==> src/hdl/tcp_tahoe_congestion_window_macros.svh <==
// Assertion helpers shared by the congestion window RTL.
`ifndef TCP_TAHOE_CONGESTION_WINDOW_MACROS_SVH
`define TCP_TAHOE_CONGESTION_WINDOW_MACROS_SVH

// Same-cycle implication, disabled while reset is asserted.
`define TCW_ASSERT_IMPL(label, clk, rst_n, ante, cons) \
    label: assert property (@(posedge clk) disable iff (!(rst_n)) (ante) |-> (cons)) \
        else $error("tcw assertion failed");

// Next-cycle implication, disabled while reset is asserted.
`define TCW_ASSERT_NEXT(label, clk, rst_n, ante, cons) \
    label: assert property (@(posedge clk) disable iff (!(rst_n)) (ante) |=> (cons)) \
        else $error("tcw assertion failed");

`endif

==> src/hdl/tcw_pkg.sv <==
`timescale 1ns / 1ps

package tcw_pkg;

    // Event codes
    localparam logic [1:0] CMD_ACK  = 2'd0;
    localparam logic [1:0] CMD_DUP  = 2'd1;
    localparam logic [1:0] CMD_RTO  = 2'd2;
    localparam logic [1:0] CMD_NONE = 2'd3;

    // Retransmit request codes
    localparam logic [1:0] REXMIT_NONE = 2'd0;
    localparam logic [1:0] REXMIT_FAST = 2'd1;
    localparam logic [1:0] REXMIT_RTO  = 2'd2;

    // Configuration register indexes
    localparam logic [1:0] REG_SEG_SIZE      = 2'd0;
    localparam logic [1:0] REG_DUP_THRESHOLD = 2'd1;
    localparam logic [1:0] REG_INIT_WINDOW   = 2'd2;
    localparam logic [1:0] REG_INIT_THRESH   = 2'd3;

    // Reset values
    localparam logic [15:0] SEG_SIZE_RST      = 16'd536;
    localparam logic [7:0]  DUP_THRESHOLD_RST = 8'd3;
    localparam logic [31:0] INIT_WINDOW_RST   = 32'd536;
    localparam logic [31:0] INIT_THRESH_RST   = 32'hFFFF_FFFF;

    typedef struct packed {
        logic [1:0]  cmd;
        logic [31:0] flight_bytes;
        logic [15:0] peak_packets_out;
        logic [15:0] dup_count;
        logic        timer_abort;
    } t_in;

    typedef struct packed {
        logic [31:0] window;
        logic [31:0] threshold;
        logic [1:0]  retransmit;
        logic        try_send;
        logic        after_timeout;
    } t_out;

    typedef enum logic [2:0] {
        ST_IDLE,
        ST_MUL,
        ST_EVAL,
        ST_DIV,
        ST_DONE
    } t_state;

    // Divider control and status
    typedef struct packed {
        logic start;
    } t_div_ctl;

    typedef struct packed {
        logic busy;
        logic done;
    } t_div_sts;

endpackage

==> src/hdl/tcw_div.sv <==
`timescale 1ns / 1ps

// Bit-serial restoring divider: one quotient bit per cycle.
module tcw_div (
    input  logic                i_clk,
    input  logic                i_rst_n,
    input  tcw_pkg::t_div_ctl   i_ctl,
    input  logic [31:0]         i_dividend,
    input  logic [31:0]         i_divisor,
    output tcw_pkg::t_div_sts   o_sts,
    output logic [31:0]         o_quotient
);

    logic        r_busy;
    logic        r_done;
    logic [4:0]  r_cnt;
    logic [31:0] r_rem;
    logic [31:0] r_quo;
    logic [31:0] r_dvs;

    logic [32:0] w_shift;
    logic [32:0] w_diff;
    logic        w_ge;
    logic [31:0] n_rem;
    logic [31:0] n_quo;

    // Shift in the next dividend bit and try the subtraction
    always_comb begin
        w_shift = {r_rem, r_quo[31]};
        w_diff  = w_shift - {1'b0, r_dvs};
        w_ge    = !w_diff[32];
        n_rem   = w_ge ? w_diff[31:0] : w_shift[31:0];
        n_quo   = {r_quo[30:0], w_ge};
    end

    // Control: busy for 32 steps, then a one-cycle done pulse
    always_ff @(posedge i_clk) begin
        if (!i_rst_n) begin
            r_busy <= 1'b0;
            r_done <= 1'b0;
            r_cnt  <= '0;
        end else begin
            r_done <= 1'b0;
            if (i_ctl.start) begin
                r_busy <= 1'b1;
                r_cnt  <= 5'd31;
            end else if (r_busy) begin
                if (r_cnt == 5'd0) begin
                    r_busy <= 1'b0;
                    r_done <= 1'b1;
                end else begin
                    r_cnt <= r_cnt - 5'd1;
                end
            end
        end
    end

    // Datapath: dividend shifts out as quotient shifts in
    always_ff @(posedge i_clk) begin
        if (i_ctl.start) begin
            r_rem <= '0;
            r_quo <= i_dividend;
            r_dvs <= i_divisor;
        end else if (r_busy) begin
            r_rem <= n_rem;
            r_quo <= n_quo;
        end
    end

    assign o_sts.busy = r_busy;
    assign o_sts.done = r_done;
    assign o_quotient = r_quo;

endmodule

==> src/hdl/tcp_tahoe_congestion_window.sv <==
`timescale 1ns / 1ps

// TCP Tahoe congestion window and slow-start threshold.
// Input channel (i_in_valid / o_in_ready / i_in_data) carries one event:
// new ACK, duplicate ACK or retransmit timeout. Each event yields exactly
// one result on the output channel (o_out_valid / i_out_ready / o_out_data)
// with the window and threshold after the event and the retransmit request.
// The block takes one event at a time. Duplicate ACKs, timeouts and unused
// codes go from transfer in straight to the done state. A new ACK in slow
// start passes the multiply state (shared 17x16 multiplier), then compare;
// in congestion avoidance it then waits for the bit-serial divider
// that produces MSS*MSS/cwnd one quotient bit per cycle.
// The next event is taken in the cycle its predecessor's result turns
// valid. The result sits in an output register; the next event is taken
// while it waits. If the receiver stalls, the finished next result is held
// until the register is free. Configuration writes on i_cfg_we load
// registers at once (window and threshold writes also load cwnd and
// ssthresh); they must be made only while the block is idle, which the
// block itself does not enforce. Reset loads the reset register values,
// clears the timeout flag and empties both channels.
module tcp_tahoe_congestion_window (
    input  logic            i_clk,
    input  logic            i_rst_n,
    input  logic            i_in_valid,
    output logic            o_in_ready,
    input  tcw_pkg::t_in    i_in_data,
    output logic            o_out_valid,
    input  logic            i_out_ready,
    output tcw_pkg::t_out   o_out_data,
    input  logic            i_cfg_we,
    input  logic [1:0]      i_cfg_idx,
    input  logic [31:0]     i_cfg_data
);

    `include "tcp_tahoe_congestion_window_macros.svh"

    tcw_pkg::t_state r_state;
    tcw_pkg::t_state n_state;

    // Configuration and protocol state
    logic [15:0] r_seg;
    logic [7:0]  r_dupthr;
    logic [31:0] r_cwnd;
    logic [31:0] r_ssth;
    logic        r_rto;

    // Per-event working registers
    logic        r_ss;
    logic [15:0] r_peak;
    logic [32:0] r_prod;
    logic [1:0]  r_rexmit;
    logic        r_send;

    // Output register
    logic          r_out_valid;
    tcw_pkg::t_out r_out;

    tcw_pkg::t_div_ctl div_ctl;
    tcw_pkg::t_div_sts div_sts;
    logic [31:0]       div_quo;
    logic [31:0]       w_divisor;

    logic        w_accept;
    logic        w_out_free;
    logic        w_restart;
    logic [31:0] w_half;
    logic [31:0] w_two_seg;
    logic [31:0] w_new_thr;
    logic [16:0] w_mul_a;
    logic [32:0] w_prod;
    logic [31:0] w_incr;
    logic [32:0] w_sum;
    logic [31:0] w_sat;
    logic        w_ss_grow;

    assign w_accept   = i_in_valid && o_in_ready;
    assign w_out_free = !r_out_valid || i_out_ready;

    // Restart of slow start: threshold = max(flight/2, 2*MSS)
    always_comb begin
        w_half    = {1'b0, i_in_data.flight_bytes[31:1]};
        w_two_seg = {15'd0, r_seg, 1'b0};
        w_new_thr = (w_half > w_two_seg) ? w_half : w_two_seg;
        w_restart = ((i_in_data.cmd == tcw_pkg::CMD_DUP)
                     && (i_in_data.dup_count == {8'd0, r_dupthr}))
                    || ((i_in_data.cmd == tcw_pkg::CMD_RTO) && !i_in_data.timer_abort);
    end

    // Shared multiplier: 2*peak*MSS for the slow-start gate, MSS*MSS otherwise
    always_comb begin
        w_mul_a = r_ss ? {r_peak, 1'b0} : {1'b0, r_seg};
        w_prod  = {16'd0, w_mul_a} * {17'd0, r_seg};
    end

    // Window growth with saturation
    always_comb begin
        if (r_ss) begin
            w_incr = {16'd0, r_seg};
        end else if (div_quo == 32'd0) begin
            w_incr = 32'd1;
        end else begin
            w_incr = div_quo;
        end
        w_sum     = {1'b0, r_cwnd} + {1'b0, w_incr};
        w_sat     = w_sum[32] ? 32'hFFFF_FFFF : w_sum[31:0];
        // cwnd/MSS < 2*peak is the same as cwnd < 2*peak*MSS
        w_ss_grow = {1'b0, r_cwnd} < r_prod;
        w_divisor = (r_cwnd == 32'd0) ? 32'd1 : r_cwnd;
    end

    // Next state
    always_comb begin
        n_state = r_state;
        unique case (r_state)
            tcw_pkg::ST_IDLE: begin
                if (w_accept) begin
                    n_state = (i_in_data.cmd == tcw_pkg::CMD_ACK) ? tcw_pkg::ST_MUL
                                                                  : tcw_pkg::ST_DONE;
                end
            end
            tcw_pkg::ST_MUL: begin
                n_state = tcw_pkg::ST_EVAL;
            end
            tcw_pkg::ST_EVAL: begin
                n_state = r_ss ? tcw_pkg::ST_DONE : tcw_pkg::ST_DIV;
            end
            tcw_pkg::ST_DIV: begin
                if (div_sts.done) begin
                    n_state = tcw_pkg::ST_DONE;
                end
            end
            tcw_pkg::ST_DONE: begin
                if (w_out_free) begin
                    n_state = tcw_pkg::ST_IDLE;
                end
            end
            default: n_state = tcw_pkg::ST_IDLE;
        endcase
    end

    // State outputs
    always_comb begin
        o_in_ready    = 1'b0;
        div_ctl.start = 1'b0;
        unique case (r_state)
            tcw_pkg::ST_IDLE: o_in_ready    = 1'b1;
            tcw_pkg::ST_EVAL: div_ctl.start = !r_ss;
            default: begin
            end
        endcase
    end

    always_ff @(posedge i_clk) begin
        if (!i_rst_n) begin
            r_state <= tcw_pkg::ST_IDLE;
        end else begin
            r_state <= n_state;
        end
    end

    // Configuration and congestion state
    always_ff @(posedge i_clk) begin
        if (!i_rst_n) begin
            r_seg    <= tcw_pkg::SEG_SIZE_RST;
            r_dupthr <= tcw_pkg::DUP_THRESHOLD_RST;
            r_cwnd   <= tcw_pkg::INIT_WINDOW_RST;
            r_ssth   <= tcw_pkg::INIT_THRESH_RST;
            r_rto    <= 1'b0;
        end else begin
            if (i_cfg_we) begin
                unique case (i_cfg_idx)
                    tcw_pkg::REG_SEG_SIZE:      r_seg    <= i_cfg_data[15:0];
                    tcw_pkg::REG_DUP_THRESHOLD: r_dupthr <= i_cfg_data[7:0];
                    tcw_pkg::REG_INIT_WINDOW:   r_cwnd   <= i_cfg_data;
                    tcw_pkg::REG_INIT_THRESH:   r_ssth   <= i_cfg_data;
                    default: begin
                    end
                endcase
            end
            if (w_accept && w_restart) begin
                r_ssth <= w_new_thr;
                r_cwnd <= {16'd0, r_seg};
                if (i_in_data.cmd == tcw_pkg::CMD_RTO) begin
                    r_rto <= 1'b1;
                end
            end
            if ((r_state == tcw_pkg::ST_EVAL) && r_ss && w_ss_grow) begin
                r_cwnd <= w_sat;
            end
            if ((r_state == tcw_pkg::ST_DIV) && div_sts.done) begin
                r_cwnd <= w_sat;
            end
        end
    end

    // Per-event working registers
    always_ff @(posedge i_clk) begin
        if (w_accept) begin
            r_ss   <= r_cwnd < r_ssth;
            r_peak <= i_in_data.peak_packets_out;
            r_send <= i_in_data.cmd == tcw_pkg::CMD_ACK;
            if (!w_restart) begin
                r_rexmit <= tcw_pkg::REXMIT_NONE;
            end else if (i_in_data.cmd == tcw_pkg::CMD_RTO) begin
                r_rexmit <= tcw_pkg::REXMIT_RTO;
            end else begin
                r_rexmit <= tcw_pkg::REXMIT_FAST;
            end
        end
        if (r_state == tcw_pkg::ST_MUL) begin
            r_prod <= w_prod;
        end
    end

    // Output register
    always_ff @(posedge i_clk) begin
        if (!i_rst_n) begin
            r_out_valid <= 1'b0;
        end else if ((r_state == tcw_pkg::ST_DONE) && w_out_free) begin
            r_out_valid <= 1'b1;
        end else if (i_out_ready) begin
            r_out_valid <= 1'b0;
        end
    end

    always_ff @(posedge i_clk) begin
        if ((r_state == tcw_pkg::ST_DONE) && w_out_free) begin
            r_out.window        <= r_cwnd;
            r_out.threshold     <= r_ssth;
            r_out.retransmit    <= r_rexmit;
            r_out.try_send      <= r_send;
            r_out.after_timeout <= r_rto;
        end
    end

    assign o_out_valid = r_out_valid;
    assign o_out_data  = r_out;

    tcw_div u_div (
        .i_clk      (i_clk),
        .i_rst_n    (i_rst_n),
        .i_ctl      (div_ctl),
        .i_dividend (r_prod[31:0]),
        .i_divisor  (w_divisor),
        .o_sts      (div_sts),
        .o_quotient (div_quo)
    );

    // Checks
    `TCW_ASSERT_IMPL(a_div_active, i_clk, i_rst_n,
        r_state == tcw_pkg::ST_DIV, div_sts.busy || div_sts.done)
    `TCW_ASSERT_NEXT(a_one_at_a_time, i_clk, i_rst_n,
        w_accept, !o_in_ready)
    `TCW_ASSERT_IMPL(a_rto_flagged, i_clk, i_rst_n,
        o_out_valid && (o_out_data.retransmit == tcw_pkg::REXMIT_RTO),
        o_out_data.after_timeout)
    `TCW_ASSERT_IMPL(a_ack_no_rexmit, i_clk, i_rst_n,
        o_out_valid && o_out_data.try_send,
        o_out_data.retransmit == tcw_pkg::REXMIT_NONE)

endmodule

==> config.mk <==
export PLATFORM = sky130hd
export DESIGN_NAME = tcp_tahoe_congestion_window
export DESIGN_NICKNAME = d
export VERILOG_FILES = /design/src/hdl/tcw_pkg.sv /design/src/hdl/tcw_div.sv /design/src/hdl/tcp_tahoe_congestion_window.sv
export VERILOG_INCLUDE_DIRS = /design/src /design/src/hdl
export SDC_FILE = /design/constraint.sdc
export NUM_CORES = 1
export LEC_CHECK = 0
export ABC_AREA = 1
export BUFFER_PORTS_ARGS = -buffer_cell sky130_fd_sc_hd__buf_2
export CAP_MARGIN = 20
export CORE_MARGIN = 5
export CORE_UTILIZATION = 30
export DETAILED_ROUTE_END_ITERATION = 10
export PLACE_DENSITY = 0.51
export SETUP_SLACK_MARGIN = 0.4
export SYNTH_ARGS = -nofsm -noshare
export SYNTH_HDL_FRONTEND = slang
export SYNTH_SLANG_ARGS = --single-unit
==> constraint.sdc <==
create_clock -name i_clk -period 10.98 [get_ports i_clk]
set_input_delay 1.098 -clock i_clk [delete_from_list [all_inputs] [get_ports i_clk]]
set_output_delay 1.098 -clock i_clk [all_outputs]
set_load 0.05 [all_outputs]
==> out/qor.txt, run 1 <==
first-pass GRT wire length - 146,000 um
Initial Util - 30.1%
CP required - 11,300 ps
outcome - finished clean
predominant post-synthesis flop cell - edfxtp_1
fmax - 0.128 GHz
maximum clock insertion buffer count - 3
clk sink count - 317
Final Cycle Share - 71.1%
Placed Area - 30,600 um2
CP endpoint kind - register
clk slew on worst S/H paths - 60 ps
Setup Skew - 26.0 ps
FFs w/ async S/R, synth - 0%
critical-path cell with the highest stage delay - inv_2
worst hold margin - 423 ps
P_sw - 2150 uW
CP top delay family - adder cells
met2 routed WL - 43,100 um
P_int - 2990 uW
gr usage total - 18.5%
CP Data Arrival Time - 8120 ps
sequential-to-total area share from yosys stat - 28.8%
Hold Crit Class - register to register
clock power share - 25.3%
CP Cell Sequence - buf_4, inv_2, nor2_1, a21oi_1, clkinv_1, nor2_1, fa_1, inv_1, fa_1, fa_1, fa_1, inv_1, fa_1, inv_1, fa_1, inv_1, ha_1, a21oi_1, a21boi_0, o21bai_1, nand2_1, nand3_1, a21oi_1, xnor2_1
Worst-Skew Late Latency - 580 ps
type of origin of the critical path - register
die footprint - 101,000 um2
# port buffers - 174
Setup TNS - 0 ps
Pre-Repair DR Iteration Count - 6
Synth Cell Area - 28,400 um2
Syn Nets - 4,316
Hold Vio Cnt, Final - 0
gr ovfl total - 0
Layout area overhead - 12.2%
CP most frequent cell - fa_1
die width - 318 um
setup bufs post-CTS - 0
CTS Buf Count - 38
# hold bufs at CTS - 0
post-CTS sizing - 0
number of fill cells in the layout - 10,100
vias per cell - 4.81
Tmin final - 7800 ps
Antenna Nets Post-Route - 0
Slew @ Worst Pin - 1030 ps
Critical Path Fanout Max - 43
post-route design area - 31,900 um2
post-synthesis instance total - 3,751
share of power burned in registers - 28.9%
dpl hpwl - 75,200 um
DRC Markers - 0
drt total wl - 95,800 um
highest metal used - met5
Reg2Reg Launch Point - r_ss
final-report setup violation count - 0
largest net degree at the start of global routing - 91
htree depth - 2
met1 wire length - 44,600 um
Core Area - 94,600 um2
root buf cell - clkbuf_16
Max-slew headroom - 31.1%
Vias - 24,800
Gate power share - 45.8%
Max-Cap Viols - 0
fraction of layout cells with a size suffix above 1 - 7.83%
Worst VDD drop - 0.153 mV
DRT iter0 DRCs - 2,036
gpl congestion - 0.950
Synth Register Bits - 317
Final Max Tran Viols - 0
P per Cell Area - 161 nW/um2
routed len/inst - 18.6 um
Synth warnings - 0
Pleak - 0.0158 uW
crit path launch - r_ss
IO Count - 176
switching share of power - 41.9%
Post-synth EDFFs - 185
FP Rows - 113
crit-path max cell delay - 630 ps
WL met3 - 6030 um
antenna violations before repair - 6
CP Buf/Inv Count - 7
number of global-route vias before repair - 24,200
Die Ht - 318 um
CTS tree - yes
RSZ-0062 raised after global routing - no
Mapped Avg Cell Area - 7.58 um2
library cells used by synthesis - 51
nets - 4,430
critical path class - register to register
Worst Hold Launch - r_ssth[14]
==> kinds of logic after synthesis <==
logic type | share of synthesized area [%]
flip-flops | 28.8
buffers and inverters | 11.0
XOR/XNOR | 2.00
adder cells (fa/ha/maj) | 25.7
AND/OR/NAND/NOR | 23.7
AO/OA/AOI/OAI | 8.74
==> power groups by stage <==
stage          clock network [uW]  registers (uW)  logic [uW]
2_1_floorplan                   0            1520        1630
3_5_place_dp                    0            1510        2320
4_1_cts                      1340            1480        2340
3_3_place_gp                    0            1510        2320
5_1_grt                      1380            1490        2670
6_report                     1300            1480        2350
==> registers in the layout, summed over array words and instances, names as in the netlist, 8 cells and up <==
name,flops
r_dupthr,8
r_prod,33
r_peak,16
u_div.o_quotient,32
r_seg,16
u_div.r_dvs,32
r_cwnd,32
r_ssth,32
o_out_data,68
u_div.r_rem,32
==> cells in the mapped netlist (all sizes together), types with 35 or more instances <==
cell type,instances,share of area [%]
edfxtp,185,20
inv,666,8.8
o21ai,192,3.4
xnor2,35,1.1
ha,249,11
nand3,189,3.3
nor2,324,4.3
buf,37,0.78
clkbuf,102,1.4
nand2,1006,13
fa,210,15
dfxtp,132,9.3
a21oi,205,3.6
==> worst register-to-register path, stage by stage, from the launching register on <==
cell      delay [ps]
edfxtp_1         350
buf_4            280
inv_2            650
nor2_1           160
a21oi_1          540
clkinv_1         600
nor2_1           270
fa_1             440
inv_1             80
fa_1             430
fa_1             500
fa_1             540
inv_1             50
fa_1             470
inv_1             50
fa_1             530
inv_1             50
ha_1             340
a21oi_1          240
a21boi_0         300
o21bai_1         130
nand2_1           70
nand3_1          160
a21oi_1          210
xnor2_1          100
==> routing by layer <==
| metal | up-vias | GRT usage [%] |
|---|---|---|
| met3 | 129 | 2.52 |
| met4 | 2 | 4.17 |
| li1 | 12100 | - |
| met5 | - | 0 |
| met2 | 768 | 29.6 |
| met1 | 11900 | 26.6 |
==> through the flow <==
| step | worst slack, ps | cells | utilization [%] | power (uW) |
|---|---|---|---|---|
| final | 3180 | 5162 | 33.7 | 5140 |
| after global routing | 2740 | 5162 | 33.7 | 5540 |
| after CTS | 3200 | 5159 | 33.7 | 5160 |
| after detailed placement | 3240 | 5089 | 32.4 | 3830 |
| after global placement | 3260 | 5088 | 32.3 | 3830 |
| after floorplan | 4890 | 3751 | - | 3150 |
==> final timing paths <==
kind / endpoint / slack (ps) / depth (start not counted)
hold / removal: o_out_data[18] / 420 / 0
setup / recovery: r_prod[28] / 3180 / 24
hold reg to reg: o_out_data[18] / 420 / 0
setup reg to reg: r_prod[28] / 3180 / 24
==> placed cells by master, fill, tap and decap left out, types with 10 or more instances in the layout <==
master and n:
inv_1 659, nand2_1 997, nor4_1 18, a21oi_1 204, clkinv_1 14, xor2_1 30, o211ai_1 10, fa_1 210
ha_1 249, o21a_1 14, nor2_1 315, buf_2 174, clkbuf_16 39, edfxtp_1 185, nand3b_1 30, dfxtp_1 132
nand3_1 189, nor3_1 29, nand4_1 28, buf_4 37, o21ai_1 16, xnor2_1 35, a21o_1 12, o21ai_0 175
==> area by class of cell <==
type | instances | area (um2) | area share [%]
Clock buffer | 46 | 1030 | 3.23
Inverter | 675 | 2530 | 7.94
Multi-Input combinational cell | 2620 | 17100 | 53.7
Clock inverter | 24 | 238 | 0.745
Sequential cell | 317 | 8200 | 25.7
Tap cell | 1265 | 1580 | 4.96
Timing Repair Buffer | 213 | 1190 | 3.73
Antenna cell | 2 | 5.00 | 0.0157
No activity file was read; power rests on OpenSTA's default activity.
==> run 2, diff against run 1 <==
clock period = 7.76 ns   (was 10.98 ns; I/O delays follow)
==> out/qor.txt, run 2 (synthesis gave the netlist of run 1 again) <==
P per Cell Area - 225 nW/um2 (was 161 nW/um2)
CTS tree - yes (unchanged)
highest metal used - met4 (was met5)
n_diodes - 0 (was 2)
crit-path max cell delay - 550 ps (was 630 ps)
die width - 318 um (unchanged)
CP Data Arrival Time - 7140 ps (was 8120 ps)
Die Ht - 318 um (unchanged)
WL met3 - 6770 um (was 6030 um)
CP required - 8070 ps (was 11,300 ps)
critical path class - register to register (unchanged)
most common cell after layout, fill and taps aside - nand2_1 (unchanged)
DRC Markers - 0 (unchanged)
outcome - finished clean (unchanged)
die footprint - 101,000 um2 (unchanged)
Pleak - 0.0159 uW (was 0.0158 uW)
Tmin final - 6830 ps (was 7800 ps)
gpl congestion - 0.938 (was 0.950)
final-report setup violation count - 0 (unchanged)
drt total wl - 96,600 um (was 95,800 um)
CP Cell Sequence - inv_4, o21a_1, inv_1, nor2_1, fa_1, inv_1, fa_1, fa_1, fa_1, inv_1, fa_1, inv_1, fa_1, inv_1, ha_1, a21oi_1, a21boi_0, o21bai_1, nand2_1, nand3_1, a31oi_1, xnor2_1 (was buf_4, inv_2, nor2_1, a21oi_1, clkinv_1, nor2_1, fa_1, inv_1, fa_1, fa_1, fa_1, inv_1, fa_1, inv_1, fa_1, inv_1, ha_1, a21oi_1, a21boi_0, o21bai_1, nand2_1, nand3_1, a21oi_1, xnor2_1)
Setup TNS - 0 ps (unchanged)
met2 routed WL - 42,900 um (was 43,100 um)
DRT iter0 DRCs - 2,107 (was 2,036)
IO Count - 176 (unchanged)
fmax - 0.146 GHz (was 0.128 GHz)
maximum clock insertion buffer count - 3 (unchanged)
critical-path cell with the highest stage delay - fa_1 (was inv_2)
CP most frequent cell - fa_1 (unchanged)
dpl hpwl - 76,600 um (was 75,200 um)
root buf cell - clkbuf_16 (unchanged)
r2r setup slk - 930 ps (was 3180 ps)
most frequent cells in the layout - nand2_1 (997), inv_1 (659), nor2_1 (315), ha_1 (249), fa_1 (210) (unchanged)
# port buffers - 174 (unchanged)
gr usage total - 18.6% (was 18.5%)
Final Max Tran Viols - 0 (unchanged)
Hold Vio Cnt, Final - 0 (unchanged)
clk sink count - 317 (unchanged)
type of origin of the critical path - register (unchanged)
Core Area - 94,600 um2 (unchanged)
Pwr Total - 7210 uW (was 5140 uW)
Slew @ Worst Pin - 1080 ps (was 1030 ps)
CP endpoint kind - register (unchanged)
routed len/inst - 18.6 um (about the same)
largest net degree at the start of global routing - 91 (unchanged)
first-pass GRT wire length - 147,000 um (was 146,000 um)
RSZ-0062 raised after global routing - no (unchanged)
FP Rows - 113 (unchanged)
Max-Cap Viols - 0 (unchanged)
nets - 4,459 (was 4,430)
gr ovfl total - 0 (unchanged)
number of fill cells in the layout - 10,200 (was 10,100)
Vias - 24,900 (was 24,800)
clk slew on worst S/H paths - 70 ps (was 60 ps)
Hold Crit Class - primary input to register (was register to register)
Critical Path Fanout Max - 36 (was 43)
fraction of layout cells with a size suffix above 1 - 8.31% (was 7.83%)
antenna violations before repair - 5 (was 6)
Antenna Nets Post-Route - 0 (unchanged)
Final Cycle Share - 88.1% (was 71.1%)
met1 wire length - 44,600 um (about the same)
Layout area overhead - 12.7% (was 12.2%)
CTS Buf Count - 38 (unchanged)
htree depth - 2 (unchanged)
max reg flops - 68 (unchanged)
Pre-Repair DR Iteration Count - 7 (was 6)
Worst-Skew Late Latency - 590 ps (was 580 ps)
Initial Util - 30.1% (unchanged)
number of global-route vias before repair - 24,500 (was 24,200)
Worst VDD drop - 0.208 mV (was 0.153 mV)
vias per cell - 4.80 (was 4.81)
Setup Skew - 30.1 ps (was 26.0 ps)
Max-slew headroom - 27.9% (was 31.1%)
==> run 2: through the flow <==
step / cells / setup WS, ps / cell area (um2) / hold slack (ps) / util, %
final: 5188 / 927 / 32100 / 359 / 33.9
after global placement: 5117 / 761 / 30800 / 405 / 32.6
after detailed placement: 5118 / 679 / 30800 / 406 / 32.6
after CTS: 5187 / 681 / 32100 / 316 / 33.9
after global routing: 5188 / 457 / 32100 / 341 / 33.9
after floorplan: 3751 / 1670 / 28400 / 400 / -
==> run 2: per-layer routing <==
| layer | GRT usage (%) | up-vias |
|---|---|---|
| met1 | 26.3 | 11900 |
| li1 | - | 12100 |
| met4 | 4.59 | 0 |
| met3 | 3.32 | 140 |
| met2 | 29.8 | 786 |
| met5 | 0 | - |
==> run 2: area by class of cell <==
type	instances	area [um2]	share of cell area [%]
Timing Repair Buffer	242	1410	4.39
Inverter	675	2540	7.91
Multi-Input combinational cell	2620	17100	53.4
Clock buffer	54	1040	3.25
Tap cell	1265	1580	4.94
Sequential cell	317	8200	25.6
Clock inverter	15	170	0.531
==> run 2: power by group <==
group | switching, uW | total, uW | internal, uW | leakage (uW)
clock network | 778 | 1800 | 1020 | 0.000588
logic | 2140 | 3320 | 1180 | 0.0125
registers | 92.5 | 2090 | 2000 | 0.00277
total | 3010 | 7210 | 4190 | 0.0159
==> run 2: worst paths after layout <==
check / startpoint / to / cells past startpoint
worst max register to register: r_ss / r_prod[32] / 22
worst max-delay path: r_ss / r_prod[32] / 22
worst min-delay path: i_in_data[22] / r_peak[5] / 1
worst min register to register: r_rexmit[1] / o_out_data[3] / 0
==> run 2: timing repair <==
action	in CTS	in global routing
hold buffers	0	0
resized for setup	0	2
setup buffers	0	0
endpoints found under the setup margin	0	8
==> run 2: worst max-delay path: cells and delay by family, from the launching register on <==
kind	cells	cell delay, ps
compound gates	5	1370
xor+xnor	1	90
fa+ha+maj	7	3270
buf+inv	6	960
flops	1	420
simple gates	3	440
==> run 3, diff against run 2 <==
CORE_UTILIZATION = 63   (was 30)
PLACE_DENSITY = 0.88   (was 0.51)
==> out/qor.txt, run 3 (synthesis gave the netlist of run 1 again) <==
Initial Util - 64.0% (was 30.1%)
Setup Skew - 31.6 ps (was 30.1 ps)
n_diodes - 0 (unchanged)
worst hold margin - 384 ps (was 359 ps)
Hold Vio Cnt, Final - 0 (unchanged)
outcome - finished clean (unchanged)
max reg flops - 68 (unchanged)
# port buffers - 174 (unchanged)
Setup TNS - 0 ps (unchanged)
maximum clock insertion buffer count - 3 (unchanged)
Hold Crit Class - primary input to register (unchanged)
CP Data Arrival Time - 7240 ps (was 7140 ps)
DRC Markers - 0 (unchanged)
IO Count - 176 (unchanged)
routed len/inst - 19.6 um (was 18.6 um)
CP required - 8050 ps (was 8070 ps)
switching share of power - 42.4% (was 41.8%)
DRT iter0 DRCs - 3,034 (was 2,107)
Post-Place Cells - 4,437 (was 5,118)
die width - 222 um (was 318 um)
share of power burned in registers - 28.9% (was 29.0%)
Critical Path Fanout Max - 28 (was 36)
Max-slew headroom - 25.3% (was 27.9%)
fraction of layout cells with a size suffix above 1 - 8.11% (was 8.31%)
gr ovfl total - 0 (unchanged)
P_sw - 3060 uW (was 3010 uW)
dpl hpwl - 67,700 um (was 76,600 um)
clk slew on worst S/H paths - 60 ps (was 70 ps)
most frequent cells in the layout - nand2_1 (997), inv_1 (659), nor2_1 (315), ha_1 (249), fa_1 (210) (unchanged)
most common cell after layout, fill and taps aside - nand2_1 (unchanged)
vias per cell - 5.83 (was 4.80)
Worst VDD drop - 0.290 mV (was 0.208 mV)
root buf cell - clkbuf_16 (unchanged)
Core Area - 44,400 um2 (was 94,600 um2)
Die Ht - 222 um (was 318 um)
CTS Buf Count - 36 (was 38)
P_int - 4150 uW (was 4190 uW)
Pleak - 0.0158 uW (was 0.0159 uW)
final-report setup violation count - 0 (unchanged)
final std cells w/o fill - 4,502 (was 5,188)
post-CTS sizing - 0 (unchanged)
FP Rows - 77 (was 113)
Slew @ Worst Pin - 1120 ps (was 1080 ps)
Final Util - 70.0% (was 33.9%)
Tmin final - 6960 ps (was 6830 ps)
fmax - 0.144 GHz (was 0.146 GHz)
RSZ-0062 raised after global routing - no (unchanged)
Vias - 26,300 (was 24,900)
Worst-Skew Late Latency - 560 ps (was 590 ps)
htree depth - 2 (unchanged)
nets - 4,450 (was 4,459)
# hold bufs at CTS - 0 (unchanged)
Pre-Repair DR Iteration Count - 7 (unchanged)
gpl congestion - 0.994 (was 0.938)
Gate power share - 47.9% (was 46.1%)
gr usage total - 34.8% (was 18.6%)
largest net degree at the start of global routing - 90 (was 91)
setup bufs post-CTS - 0 (unchanged)
first-pass GRT wire length - 137,000 um (was 147,000 um)
CP endpoint kind - register (unchanged)
clock power share - 23.1% (was 24.9%)
Max-Cap Viols - 0 (unchanged)
Antenna Nets Post-Route - 0 (unchanged)
Layout area overhead - 9.31% (was 12.7%)
Final Cycle Share - 89.6% (was 88.1%)
drt total wl - 88,200 um (was 96,600 um)
antenna violations before repair - 2 (was 5)
clk sink count - 317 (unchanged)
critical path class - register to register (unchanged)
die footprint - 49,500 um2 (was 101,000 um2)
P per Cell Area - 232 nW/um2 (was 225 nW/um2)
number of global-route vias before repair - 25,600 (was 24,500)
Final Max Tran Viols - 0 (unchanged)
CTS tree - yes (unchanged)
type of origin of the critical path - register (unchanged)
-- run 3: changes by cell type in the layout (fill, tap and decap cells not counted), moves of 3 or more --
cell / delta
clkbuf_1: -8
buf_4: -7
clkbuf_16: -3
inv_8: -3
clkinv_1: +4
-- run 3: power groups by stage --
stage                     Sequential, uW  Combinational [uW]  Clock [uW]
after floorplan                     2150                2310           0
after global placement              2110                3300           0
after detailed placement            2120                3380           0
after CTS                           2080                3420        1680
after global routing                2090                3870        1740
final                               2090                3460        1670
-- run 3: final timing paths --
check	startpoint	endpoint	slack [ps]	cells after the start
worst min-delay path	i_in_data[26]	r_peak[9]	380	1
worst max register to register	r_ss	r_prod[27]	800	21
worst min register to register	r_rexmit[1]	o_out_data[3]	420	0
worst max-delay path	r_ss	r_prod[27]	800	21
-- run 3: stage by stage --
stage / setup slack [ps] / power (uW) / area, um2
6_report: 805 / 7210 / 31100
5_1_grt: 488 / 7700 / 31100
4_1_cts: 918 / 7170 / 31000
3_5_place_dp: 972 / 5500 / 29900
3_3_place_gp: 1110 / 5410 / 29900
2_1_floorplan: 1670 / 4460 / 28400
-- run 3: cell type report --
cell class              count  area, um2
multi-input cells        2620      17100
fillers                  3528      13300
flip-flops and latches    317       8200
inverters                 675       2530
repair buffers            235       1370
clock buffers              44        951
well taps                 592        741
clock inverters            19        170
-- run 3: worst max-delay path: stages, from the launching register on --
cell and delay (ps):
edfxtp_1 410, inv_2 430, o21a_1 580, inv_1 360, nor2_1 250, fa_1 440
fa_1 510, fa_1 420, fa_1 480, fa_1 520, inv_1 60, fa_1 550
inv_1 60, ha_1 370, nand2_1 130, inv_1 70, nand3_1 80, nor3_1 370
nand4_1 170, nand2_1 170, a21oi_1 100, xnor2_1 130
-- run 3: per-layer routing --
layer  up-vias  track usage [%]  share of wire (%)  routed length [um]
met5         -                0              0.039                  34
li1      12100                -                  -                   -
met4         4             21.7                7.9                6940
met1     12100             42.6                 36               31600
met3       470             7.25                 11                9670
met2      1593             56.5                 45               40000
